File: config.mk
export PLATFORM = sky130hd
export DESIGN_NAME = pvi_ctrl
export DESIGN_NICKNAME = d
export VERILOG_FILES = /design/src/sv/pvi_pkg.sv /design/src/sv/pvi_ctrl.sv
export SDC_FILE = /design/constraint.sdc
export NUM_CORES = 1
export LEC_CHECK = 0
export BUFFER_PORTS_ARGS = -buffer_cell sky130_fd_sc_hd__buf_4
export CORE_UTILIZATION = 42
export DETAILED_ROUTE_END_ITERATION = 6
export SLEW_MARGIN = 20
export SYNTH_ARGS = -nofsm -noshare
export SYNTH_HDL_FRONTEND = slang
export SYNTH_SLANG_ARGS = --single-unit
export TNS_END_PERCENT = 10
File: constraint.sdc
create_clock -name clk_i -period 4.5 [get_ports clk_i]
set_clock_uncertainty 0.1 [all_clocks]
set_input_delay 0.9 -clock clk_i [delete_from_list [all_inputs] [get_ports clk_i]]
set_output_delay 0.9 -clock clk_i [all_outputs]
set_load 0.02 [all_outputs]
File: src/sv/pvi_pkg.sv
// Shared types, constants and saturating helpers for the particle integrator.
package pvi_pkg;

  localparam int WordBits  = 32;
  localparam int FracBits  = 16;
  localparam int DtBits    = 24;
  localparam int DragBits  = 16;
  localparam int ExtBits   = 31;
  localparam int MassBits  = WordBits + 4;
  localparam int DvdBits   = WordBits + FracBits;
  localparam int CntBits   = $clog2(DvdBits);
  localparam int ProdBits  = 2 * WordBits;

  // Minimum raw mass: round(0.1 * 2^FracBits)
  localparam logic [WordBits-1:0] MassFloor = WordBits'(((1 << FracBits) + 5) / 10);
  localparam logic signed [WordBits-1:0] WordMax = {1'b0, {(WordBits-1){1'b1}}};
  localparam logic signed [WordBits-1:0] WordMin = {1'b1, {(WordBits-1){1'b0}}};

  // Action codes
  localparam logic [2:0] ActSetPos   = 3'd0;
  localparam logic [2:0] ActSetVel   = 3'd1;
  localparam logic [2:0] ActSetAcc   = 3'd2;
  localparam logic [2:0] ActClrPend  = 3'd3;
  localparam logic [2:0] ActAddForce = 3'd4;
  localparam logic [2:0] ActUpdVel   = 3'd5;
  localparam logic [2:0] ActMove     = 3'd6;

  // Configuration register indexes
  localparam logic [1:0] RegMass  = 2'd0;
  localparam logic [1:0] RegDrag  = 2'd1;
  localparam logic [1:0] RegExtX  = 2'd2;
  localparam logic [1:0] RegExtY  = 2'd3;

  typedef struct packed {
    logic [2:0]                 action;
    logic signed [WordBits-1:0] x_value;
    logic signed [WordBits-1:0] y_value;
    logic [DtBits-1:0]          time_step;
  } req_t;

  typedef struct packed {
    logic signed [WordBits-1:0] pos_x;
    logic signed [WordBits-1:0] pos_y;
    logic signed [WordBits-1:0] vel_x;
    logic signed [WordBits-1:0] vel_y;
  } res_t;

  typedef struct packed {
    logic [WordBits-1:0] mass_setting;
    logic [DragBits-1:0] drag_rate;
    logic [ExtBits-1:0]  half_extent_x;
    logic [ExtBits-1:0]  half_extent_y;
  } cfg_t;

  typedef enum logic [4:0] {
    OP_NONE, OP_SET_POS, OP_SET_VEL, OP_SET_ACC, OP_CLR_PEND,
    OP_F_START, OP_DIV_STEP, OP_F_DONE,
    OP_V_SUM, OP_V_MUL1, OP_V_ADD1, OP_V_MUL2, OP_V_SUB, OP_V_COPY,
    OP_M_MUL1, OP_M_ADD1, OP_M_MUL2, OP_M_ADD2, OP_W_START, OP_W_DONE
  } op_e;

  typedef struct packed {
    logic load;
    op_e  op;
    logic axis;
  } cmd_t;

  typedef struct packed {
    logic div_last;
  } stat_t;

  // Signed word from a magnitude and a sign, saturated
  function automatic logic signed [WordBits-1:0] sat_mag(input logic [ProdBits-1:0] m,
                                                         input logic neg);
    logic [ProdBits-1:0] lim;
    lim = ProdBits'(WordMax);
    if (neg) begin
      if (m > lim) return WordMin;
      return -$signed(m[WordBits-1:0]);
    end
    if (m > lim) return WordMax;
    return $signed(m[WordBits-1:0]);
  endfunction

  function automatic logic signed [WordBits-1:0] clamp_wide(input logic signed [WordBits:0] s);
    if (s > $signed({WordMax[WordBits-1], WordMax})) return WordMax;
    if (s < $signed({WordMin[WordBits-1], WordMin})) return WordMin;
    return s[WordBits-1:0];
  endfunction

  function automatic logic signed [WordBits-1:0] add_sat(input logic signed [WordBits-1:0] a,
                                                         input logic signed [WordBits-1:0] b);
    return clamp_wide($signed({a[WordBits-1], a}) + $signed({b[WordBits-1], b}));
  endfunction

  function automatic logic signed [WordBits-1:0] sub_sat(input logic signed [WordBits-1:0] a,
                                                         input logic signed [WordBits-1:0] b);
    return clamp_wide($signed({a[WordBits-1], a}) - $signed({b[WordBits-1], b}));
  endfunction

  function automatic logic [WordBits-1:0] mag(input logic signed [WordBits-1:0] a);
    return a[WordBits-1] ? WordBits'(-a) : WordBits'(a);
  endfunction

endpackage

File: src/sv/pvi_ctrl.sv
// Sequencer for the particle integrator: steps each action through the datapath.
module pvi_ctrl import pvi_pkg::*; (
  input  logic       clk_i,
  input  logic       rst_ni,
  input  logic       start_i,
  input  logic [2:0] action_i,
  input  stat_t      stat_i,
  output logic       busy_o,
  output logic       done_o,
  output cmd_t       cmd_o
);

  typedef enum logic [4:0] {
    S_IDLE, S_SIMPLE, S_F_START, S_DIV, S_F_DONE,
    S_V_SUM, S_V_MUL1, S_V_ADD1, S_V_MUL2, S_V_SUB, S_V_COPY,
    S_M_MUL1, S_M_ADD1, S_M_MUL2, S_M_ADD2, S_W_START, S_W_DONE, S_DONE
  } state_e;

  state_e     state_q, state_d;
  logic       axis_q, axis_d;
  logic [2:0] act_q, act_d;
  logic       done_q, done_d;

  // Next state
  always_comb begin
    state_d = state_q;
    axis_d  = axis_q;
    act_d   = act_q;
    done_d  = 1'b0;
    unique case (state_q)
      S_IDLE: begin
        if (start_i) begin
          act_d  = action_i;
          axis_d = 1'b0;
          case (action_i)
            ActAddForce: state_d = S_F_START;
            ActUpdVel:   state_d = S_V_SUM;
            ActMove:     state_d = S_M_MUL1;
            default:     state_d = S_SIMPLE;
          endcase
        end
      end
      S_SIMPLE:  state_d = S_DONE;
      S_F_START: state_d = S_DIV;
      S_DIV: begin
        if (stat_i.div_last) state_d = (act_q == ActAddForce) ? S_F_DONE : S_W_DONE;
      end
      S_F_DONE: begin
        axis_d  = 1'b1;
        state_d = axis_q ? S_DONE : S_F_START;
      end
      S_V_SUM:  state_d = S_V_MUL1;
      S_V_MUL1: state_d = S_V_ADD1;
      S_V_ADD1: state_d = S_V_MUL2;
      S_V_MUL2: state_d = S_V_SUB;
      S_V_SUB:  state_d = S_V_COPY;
      S_V_COPY: begin
        axis_d  = 1'b1;
        state_d = axis_q ? S_DONE : S_V_SUM;
      end
      S_M_MUL1:  state_d = S_M_ADD1;
      S_M_ADD1:  state_d = S_M_MUL2;
      S_M_MUL2:  state_d = S_M_ADD2;
      S_M_ADD2:  state_d = S_W_START;
      S_W_START: state_d = S_DIV;
      S_W_DONE: begin
        axis_d  = 1'b1;
        state_d = axis_q ? S_DONE : S_M_MUL1;
      end
      S_DONE: begin
        done_d  = 1'b1;
        state_d = S_IDLE;
      end
      default: state_d = S_IDLE;
    endcase
  end

  // Hold state and the done strobe
  always_ff @(posedge clk_i or negedge rst_ni) begin
    if (!rst_ni) begin
      state_q <= S_IDLE;
      axis_q  <= 1'b0;
      act_q   <= ActSetPos;
      done_q  <= 1'b0;
    end else begin
      state_q <= state_d;
      axis_q  <= axis_d;
      act_q   <= act_d;
      done_q  <= done_d;
    end
  end

  // Decode the datapath command
  always_comb begin
    cmd_o.load = (state_q == S_IDLE) && start_i;
    cmd_o.axis = axis_q;
    unique case (state_q)
      S_SIMPLE: begin
        case (act_q)
          ActSetPos:  cmd_o.op = OP_SET_POS;
          ActSetVel:  cmd_o.op = OP_SET_VEL;
          ActSetAcc:  cmd_o.op = OP_SET_ACC;
          ActClrPend: cmd_o.op = OP_CLR_PEND;
          default:    cmd_o.op = OP_NONE;
        endcase
      end
      S_F_START: cmd_o.op = OP_F_START;
      S_DIV:     cmd_o.op = OP_DIV_STEP;
      S_F_DONE:  cmd_o.op = OP_F_DONE;
      S_V_SUM:   cmd_o.op = OP_V_SUM;
      S_V_MUL1:  cmd_o.op = OP_V_MUL1;
      S_V_ADD1:  cmd_o.op = OP_V_ADD1;
      S_V_MUL2:  cmd_o.op = OP_V_MUL2;
      S_V_SUB:   cmd_o.op = OP_V_SUB;
      S_V_COPY:  cmd_o.op = OP_V_COPY;
      S_M_MUL1:  cmd_o.op = OP_M_MUL1;
      S_M_ADD1:  cmd_o.op = OP_M_ADD1;
      S_M_MUL2:  cmd_o.op = OP_M_MUL2;
      S_M_ADD2:  cmd_o.op = OP_M_ADD2;
      S_W_START: cmd_o.op = OP_W_START;
      S_W_DONE:  cmd_o.op = OP_W_DONE;
      default:   cmd_o.op = OP_NONE;
    endcase
  end

  assign busy_o = (state_q != S_IDLE);
  assign done_o = done_q;

endmodule

# [After elaboration in Yosys (flattened, before gate mapping)]
# Cells that the tools add are included.
[word_totals] regBits=10 inputBits=7 out_inout_bits=9 word_cells=53
[classes] eq_ne=26 mux=13 n_reduce_logical=10
[ops] operator="one-hot mux 5 bit (16 select lines)" count=2
[ops] operator="== test 5 x 4 -> 1 bit, second input constant" count=8
[ops] operator="two-way mux 5 bit" count=6
[ops] operator="== test 5 x 3 -> 1 bit, second input constant" count=4
[ops] operator="== test 3 bit, second input constant" count=4
[ops] operator="one-hot mux 3 bit (4 select lines)" count=1
[ops] operator="one-hot mux 4 bit (3 select lines)" count=1
[ops] operator="== test 5 x 2 -> 1 bit, second input constant" count=2
[ops] operator="== test 5 bit, second input constant" count=2
[ops] operator="== test 3 x 2 -> 1 bit, second input constant" count=2
[ops] operator="AND reduction 2 bit" count=3
[ops] operator="== test 5 x 1 -> 1 bit, second input constant" count=1
[ops] operator="logical NOT 5 bit" count=1
[ops] operator="nonzero test 5 bit" count=1
[ops] operator="inequality test 2 bit, second input constant" count=2
[ops] operator="== test 3 x 1 -> 1 bit, second input constant" count=1
[ops] operator="logical NOT 3 bit" count=1
[ops] operator="OR reduction 3 bit" count=1
[ops] operator="two-way mux 1 bit" count=2
[ops] operator="one-hot mux 1 bit (2 select lines)" count=1
[ops] operator="nonzero test 2 bit" count=1
[ops] operator="OR reduction 2 bit" count=1
[ops] operator="logical AND 1 bit" count=1

# [Depth between registers and ports, before layout]
# Gate-level depths: netlist (run 1).
[depth] ltp_word=4 mapped_depth=6 depth_no_buf=4

# [Worst setup path before layout (run 1)]
# Ideal clock, no wire load.
[synth_path] kind="register -> output" from="register state_q[3]" to="output cmd_o[3] (netlist name)" arrival_ps=1388 required_ps=3500 path_slack_ps=2112 path_stages_with_launch=6 path_buffers=2 cell_sequence="dfrtp_1 -> buf_4 -> buf_4 -> o21bai_1 -> a21oi_1 -> o32ai_1"
[synth_rtl] item="from (decl)" line_no="pvi_ctrl.sv:19" rtl="state_e state_q, state_d;"
[synth_rtl] item="from (signal assigned)" line_no="pvi_ctrl.sv:86" rtl="state_q <= state_d;"
[synth_rtl] item="to (decl)" line_no="pvi_ctrl.sv:10" rtl="output cmd_t cmd_o"

==> summary.txt, run 1 <==
Status
  – Status: finished clean

CTS
  – CTS tree: yes
  – Worst-path clk slew: ~0.080 ns
  – Max clock buf depth: 2
  – H-tree Lvls: 1
  – Worst skew pair latency: 0.28 ns
  – # hold bufs at CTS: 0
  – CTS buffer count: 3
  – Sink Count: 10
  – Root buf cell: clkbuf_4
  – Cts repair resizes: 0
  – Post CTS Setup Buffer Count: 0

Placed design
  – Dpl cell area: 1020 um2
  – HPWL Detailed: 1.56 mm
  – IO buf count: 15
  – Routability cong.: 0.822

Synth
  – EDFF count, synth: 0
  – Ys flop type: dfrtp_1
  – Post-synthesis cell type count: 53
  – Count leader, synth: dfrtp_1
  – Ys async rst share: 1.00
  – Seq/Total Area, Yosys: 0.260
  – Ys Warns: 0
  – Largest cells by area after synthesis: dfrtp_1 (26%), mux2_4 (4.7%), o21ai_1 (3.6%)
  – Synth top area share: 0.260
  – Mapped Nets: 115
  – Post-synthesis register bit count: 10
  – Cell taking the most area after synthesis: dfrtp_1
  – Mapped Cells: ~110
  – Top cells by count, synth: dfrtp_1 (10), nor2_1 (8), o21ai_1 (7), nand3_1 (6)
  – Synthesized area: between 900 and 1000 um2
  – Avg Cell Area, Syn: 8.91 um2

Final layout
  – Fin area: approximately 1100 um2
  – Fin util: 0.513
  – Nets: between 100 and 150
  – Layout area overhead: 9.88%
  – Share of cells above drive strength 1: 0.299
  – Multi-input gate area: just over 600 um2
  – Register area: approximately 250 um2
  – Fillers: 204
  – # diodes: 0

Die
  – Core Region: 2060 um2
  – Cell Rows: 16
  – Initial Utilization: 0.467
  – Die width: 49.9 um
  – Boundary Pins: 16
  – Die Y: 49.9 um
  – Die area: 2490 um2

GRT
  – Initial antenna violation count: 0
  – First-pass GRT wire length: 3.83 mm
  – Gr ovfl total: 0
  – Vias in the first global route: 765
  – All-Layer GR Usage: 0.204
  – Largest net degree at the start of global routing: 24

Power and ir drop
  – Pwr/cell area: 806 nW/um2
  – Pleak: 0.000448 uW
  – Maximum VDD drop: 0.388 mV
  – Tot Pwr: 852 uW

Worst setup path
  – Largest fanout on the critical path: 20
  – Critical Path Start Type: flip-flop
  – Kind of cell adding the most delay to the critical path: flip-flops
  – Worst Setup End Kind: output port
  – WP buf/inv: 1
  – Critical path class: flip-flop to output port
  – R2R Path Start: state_q[0]$_DFFE_PN0P_
  – Worst-path cell with the longest stage delay: dfrtp_1
  – Max incr delay on CP: 0.64 ns
  – Crit. Startpoint: state_q[2]$_DFFE_PN0P_
  – Worst-path cell chain: nor3_1 -> a21oi_1 -> mux2_2 -> o21ai_1 -> buf_4
  – Req. time, crit path: 3.50 ns
  – Crit path DAT: ~1.9 ns

Timing
  – Actual slew at the worst max-slew pin: 0.711 ns
  – Setup tns final: 0 ns
  – Worst slew margin: 0.526
  – Hold slack: 0.337 ns
  – Final period utilization: 0.634
  – Slew Viols, Final: 0
  – Final Hold Fails: 0
  – Finish-stage setup viols: 0
  – RSZ-0062 raised after global routing: false
  – Fin crit period: 2.85 ns
  – Peak Freq: 351 MHz

Drt
  – Via count: between 800 and 900
  – DR DRC count: 0
  – Vias/cell: 5.78
  – WL final: 2.20 mm
  – Pre-antenna DRT Iters: 4
  – Drt wl/cell: 15.3 um
  – Post-route ant nets: 0
  – DRT iter0 DRCs: 23

Flow run
  – Number of max-cap violations: 0

Hold path
  – Worst hold-check path type: input pin to asynchronous set/reset pin
[layout make-up]
class,count,area share
clock buffer,4,0.0343
timing repair buffer,15,0.107
sequential,10,0.237
inverter,3,0.0107
tap,27,0.0320
multi-input combinational,85,0.580
[power breakdown]
group / switching, uW / total [uW] / internal, uW
clock: 38.2 / 87.4 / 49.2
combinational: 243 / 497 / 254
sequential: 139 / 267 / 129
total: 420 / 852 / 432
[placed cells by master, fill, tap and decap left out, drive strengths merged, types with 3 or more instances in the layout]
cell type	netlist	final
a21oi	5	5
a31oi	3	3
buf	8	15
clkbuf	2	4
dfrtp	10	10
inv	3	3
mux2	4	4
nand2	5	5
nand3	6	6
nor2	9	9
nor2b	5	5
nor3	4	4
o21ai	10	10
xor2	4	4
[per-layer routing]
metal | wire length, um | share of wire | vias to the layer above | GRT usage
met5 | 0 | 0 | - | 0
met4 | 8 | 0.0036 | 0 | 0.0571
met3 | 159 | 0.072 | 3 | 0.0463
met2 | 1010 | 0.46 | 34 | 0.320
met1 | 1020 | 0.46 | 381 | 0.278
li1 | - | - | 414 | -
[stage by stage]
| step | setup WS (ns) | cells |
|---|---|---|
| floorplan | 2.11 | 108 |
| global placement | 1.96 | 140 |
| detailed placement | 1.97 | 140 |
| CTS | 1.64 | 144 |
| global route | 1.51 | 144 |
| finish | 1.65 | 144 |
[logic make-up after synthesis]
logic type | count (synthesis) | share of synthesized area
compound gates | 33 | 0.239
xor+xnor | 5 | 0.0455
buf+inv | 13 | 0.103
flops | 10 | 0.260
mux | 4 | 0.0585
simple gates | 43 | 0.294
[registers in the layout, indices dropped and copies added, names as in the netlist]
signal	count
axis_q	1
state_q	5
act_q	3
done_o	1
[worst register-to-register path, delay by kind of cell, from the launching register on]
family / cells / cell delay [ns]
flip-flops: 1 / 0.79
multiplexers: 1 / 0.30
AND/OR/NAND/NOR: 3 / 0.56
[final timing paths]
check                      cells past startpoint                      to  slack (ns)
min                                            1  state_q[0]$_DFFE_PN0P_        0.34
max reg2reg                                    4    act_q[2]$_DFFE_PN0P_        2.64
max in group asynchronous                      1    act_q[2]$_DFFE_PN0P_        3.81
max                                            5                cmd_o[2]        1.65
min in group clk_i                             1    act_q[1]$_DFFE_PN0P_        0.50
min reg2reg                                    1    act_q[1]$_DFFE_PN0P_        0.50
Power figures use the tool's default switching activity.
==> run 2, diff against run 1 <==
ABC_AREA = 1   (was default)
PLACE_DENSITY = 0.65   (was default)
clock period = 2.5 ns   (was 4.5 ns; I/O delays follow)
==> summary.txt, run 2 <==
Status
  – Status: finished clean

Die
  – Die width: 47.4 um
  – Cell Rows: 16
  – Die area: 2250 um2
  – Boundary Pins: 16
  – Initial Utilization: 0.447
  – Core Region: roughly 1900 um2
  – Die Y: between 40 and 50 um

Worst setup path
  – Critical Path Start Type: flip-flop
  – Worst-path cell chain: nor2_4 -> nand2_2 -> inv_1 -> nand2_1 -> nand3_1 -> nor2_1 -> nand4_1 -> buf_4
  – Critical path class: flip-flop to output port
  – Largest fanout on the critical path: 9
  – R2R Path Start: state_q[1]$_DFFE_PN0P_
  – R2r setup slk: slightly above 0.9 ns
  – Crit path DAT: 1.72 ns
  – Worst r2r dst: state_q[1]$_DFFE_PN0P_
  – Max incr delay on CP: roughly 0.54 ns
  – Req. time, crit path: between 1.5 and 2 ns
  – Kind of cell adding the most delay to the critical path: simple AND/OR/NAND/NOR gates
  – Worst-path cell with the longest stage delay: dfrtp_1
  – WP buf/inv: 2
  – Worst Setup End Kind: output port
  – Worst r2r path cells: 9

Power and ir drop
  – Clock power share: 0.107
  – Combinational Power Share: 0.652
  – Switching power: between 700 and 800 uW
  – Pleak: 0.000591 uW
  – Maximum VDD drop: 0.609 mV
  – Int Power: 641 uW
  – Pwr/cell area: 1300 nW/um2
  – Sw Share: 0.529
  – Seq pwr share: 0.241

CTS
  – Cts repair resizes: 0
  – CTS buffer count: 3
  – Worst skew pair latency: roughly 0.27 ns
  – CTS tree: yes
  – Post CTS Setup Buffer Count: 0
  – Root buf cell: clkbuf_4
  – H-tree Lvls: 1
  – # hold bufs at CTS: 1
  – Max clock buf depth: 2
  – Worst-path clk slew: 0.07 ns
  – Sink Count: 10

Drt
  – DRT iter0 DRCs: 43
  – DR DRC count: 0
  – Drt wl/cell: 11.6 um
  – Vias/cell: around 5.2
  – Post-route ant nets: 0
  – WL final: 2.15 mm
  – Pre-antenna DRT Iters: 4
  – Via count: 964

Synth
  – Top cells by count, synth: nand2_1 (36), nor2_1 (23), inv_1 (15), nand3_1 (15), dfrtp_1 (10)
  – Mapped Cells: 140
  – Largest cells by area after synthesis: dfrtp_1 (29%), nand2_1 (16%), nor2_1 (10%)
  – Synthesized area: 867 um2
  – Count leader, synth: nand2_1
  – Cell taking the most area after synthesis: dfrtp_1
  – Seq/Total Area, Yosys: 0.289
  – Ys async rst share: 1.00
  – Synth top area share: 0.289
  – Avg Cell Area, Syn: 6.19 um2
  – Mapped Nets: roughly 150
  – EDFF count, synth: 0
  – Ys Warns: 0
  – Post-synthesis register bit count: 10
  – Ys flop type: dfrtp_1
  – Post-synthesis cell type count: 21

Final layout
  – # diodes: 0
  – Max FFs per register: 5
  – Share of cells above drive strength 1: 0.228
  – Most frequent cells in the layout: nand2_1 (36), nor2_1 (23), inv_1 (15), nand3_1 (15), buf_4 (15)
  – Layout area overhead: 20.5%
  – Regs by FF count: state_q (5), act_q (3)
  – Fin util: 0.538
  – Nets: 166
  – Most common cell after layout, fill and taps aside: nand2_1
  – Most flop-heavy register: state_q

Timing
  – Finish-stage setup viols: 0
  – Hold slack: 0.387 ns
  – Setup tns final: 0 ns
  – Peak Freq: 431 MHz
  – Final Hold Fails: 0
  – Worst slew margin: 0.772
  – Slew Viols, Final: 0
  – Fin crit period: 2.32 ns
  – RSZ-0062 raised after global routing: false
  – Final period utilization: 0.928
  – Actual slew at the worst max-slew pin: between 0.3 and 0.4 ns

Hold path
  – Worst hold-check path type: input pin to flip-flop
  – Min-delay src: action_i[0]
  – Hold endpoint: act_q[0]$_DFFE_PN0P_
  – Hold depth: 3

GRT
  – All-Layer GR Usage: 0.205
  – First-pass GRT wire length: 3.22 mm
  – Initial antenna violation count: 0
  – Largest net degree at the start of global routing: 11
  – Gr ovfl total: 0
  – Vias in the first global route: 760

Placed design
  – IO buf count: 15
  – HPWL Detailed: 1.75 mm
  – Routability cong.: roughly 0.94

Flow run
  – Number of max-cap violations: 0
-- run 2: cell count changes in the layout (fill, tap and decap cells not counted), moves of 4 or more --
cell	previous run	this run
nand2_1	3	36
nor2_1	8	23
inv_1	2	15
nand3_1	6	15
inv_2	1	6
nand4_1	1	6
nor2b_1	4	0
o21ai_1	7	3
xor2_1	4	0
-- run 2: worst max-delay path by stage --
stage,start,slack [ns],cells after the start,to
after floorplan,state_q[4]$_DFFE_PN0P_,0.70,7,cmd_o[3]
after global routing,state_q[0]$_DFFE_PN0P_,0.07,7,cmd_o[1]
after CTS,state_q[1]$_DFFE_PN0P_,0.19,8,cmd_o[3]
after global placement,state_q[1]$_DFFE_PN0P_,0.49,8,cmd_o[3]
after detailed placement,state_q[1]$_DFFE_PN0P_,0.49,8,cmd_o[3]
final,state_q[1]$_DFFE_PN0P_,0.18,8,cmd_o[3]
-- run 2: metal layers --
layer,part of all wire,up-vias,track usage
li1,-,482,-
met1,0.45,443,0.287
met2,0.47,32,0.318
met3,0.049,7,0.0113
met4,0.027,0,0.109
met5,0,-,0
-- run 2: worst min-delay path, delay by kind of cell --
| kind | cells | cell delay, ns |
|---|---|---|
| compound gates | 1 | 0.06 |
| buf+inv | 1 | 0.10 |
| simple gates | 1 | 0.05 |
-- run 2: stage by stage --
stage / total power, uW / setup slack, ns / cells / area (um2)
6_report: 1360 / 0.179 / 185 / 1040
5_1_grt: 1470 / 0.0690 / 185 / 1040
4_1_cts: 1360 / 0.192 / 185 / 1040
3_5_place_dp: 1210 / 0.489 / 180 / 998
3_3_place_gp: 1210 / 0.489 / 180 / 998
2_1_floorplan: 949 / 0.699 / 140 / 867
-- run 2: area by class of cell --
| class | count | area [um2] |
|---|---|---|
| flip-flops and latches | 10 | 250 |
| clock buffers | 4 | 36.3 |
| inverters | 21 | 78.8 |
| multi-input cells | 107 | 523 |
| repair buffers | 16 | 123 |
| fillers | 207 | 897 |
| well taps | 27 | 33.8 |
-- run 2: logic make-up (layout without fill, tap and decap cells) --
family / after synthesis / count (layout) / synth area share
simple gates: 93 / 93 / 0.502
buf+inv: 23 / 41 / 0.108
compound gates: 14 / 14 / 0.101
flops: 10 / 10 / 0.289
-- run 2: power groups by stage --
stage               combinational [uW]  clock [uW]  sequential [uW]
finish                             887         146              328
global placement                   889           0              325
CTS                                886         148              327
floorplan                          644           0              304
detailed placement                 881           0              329
global route                       975         159              341
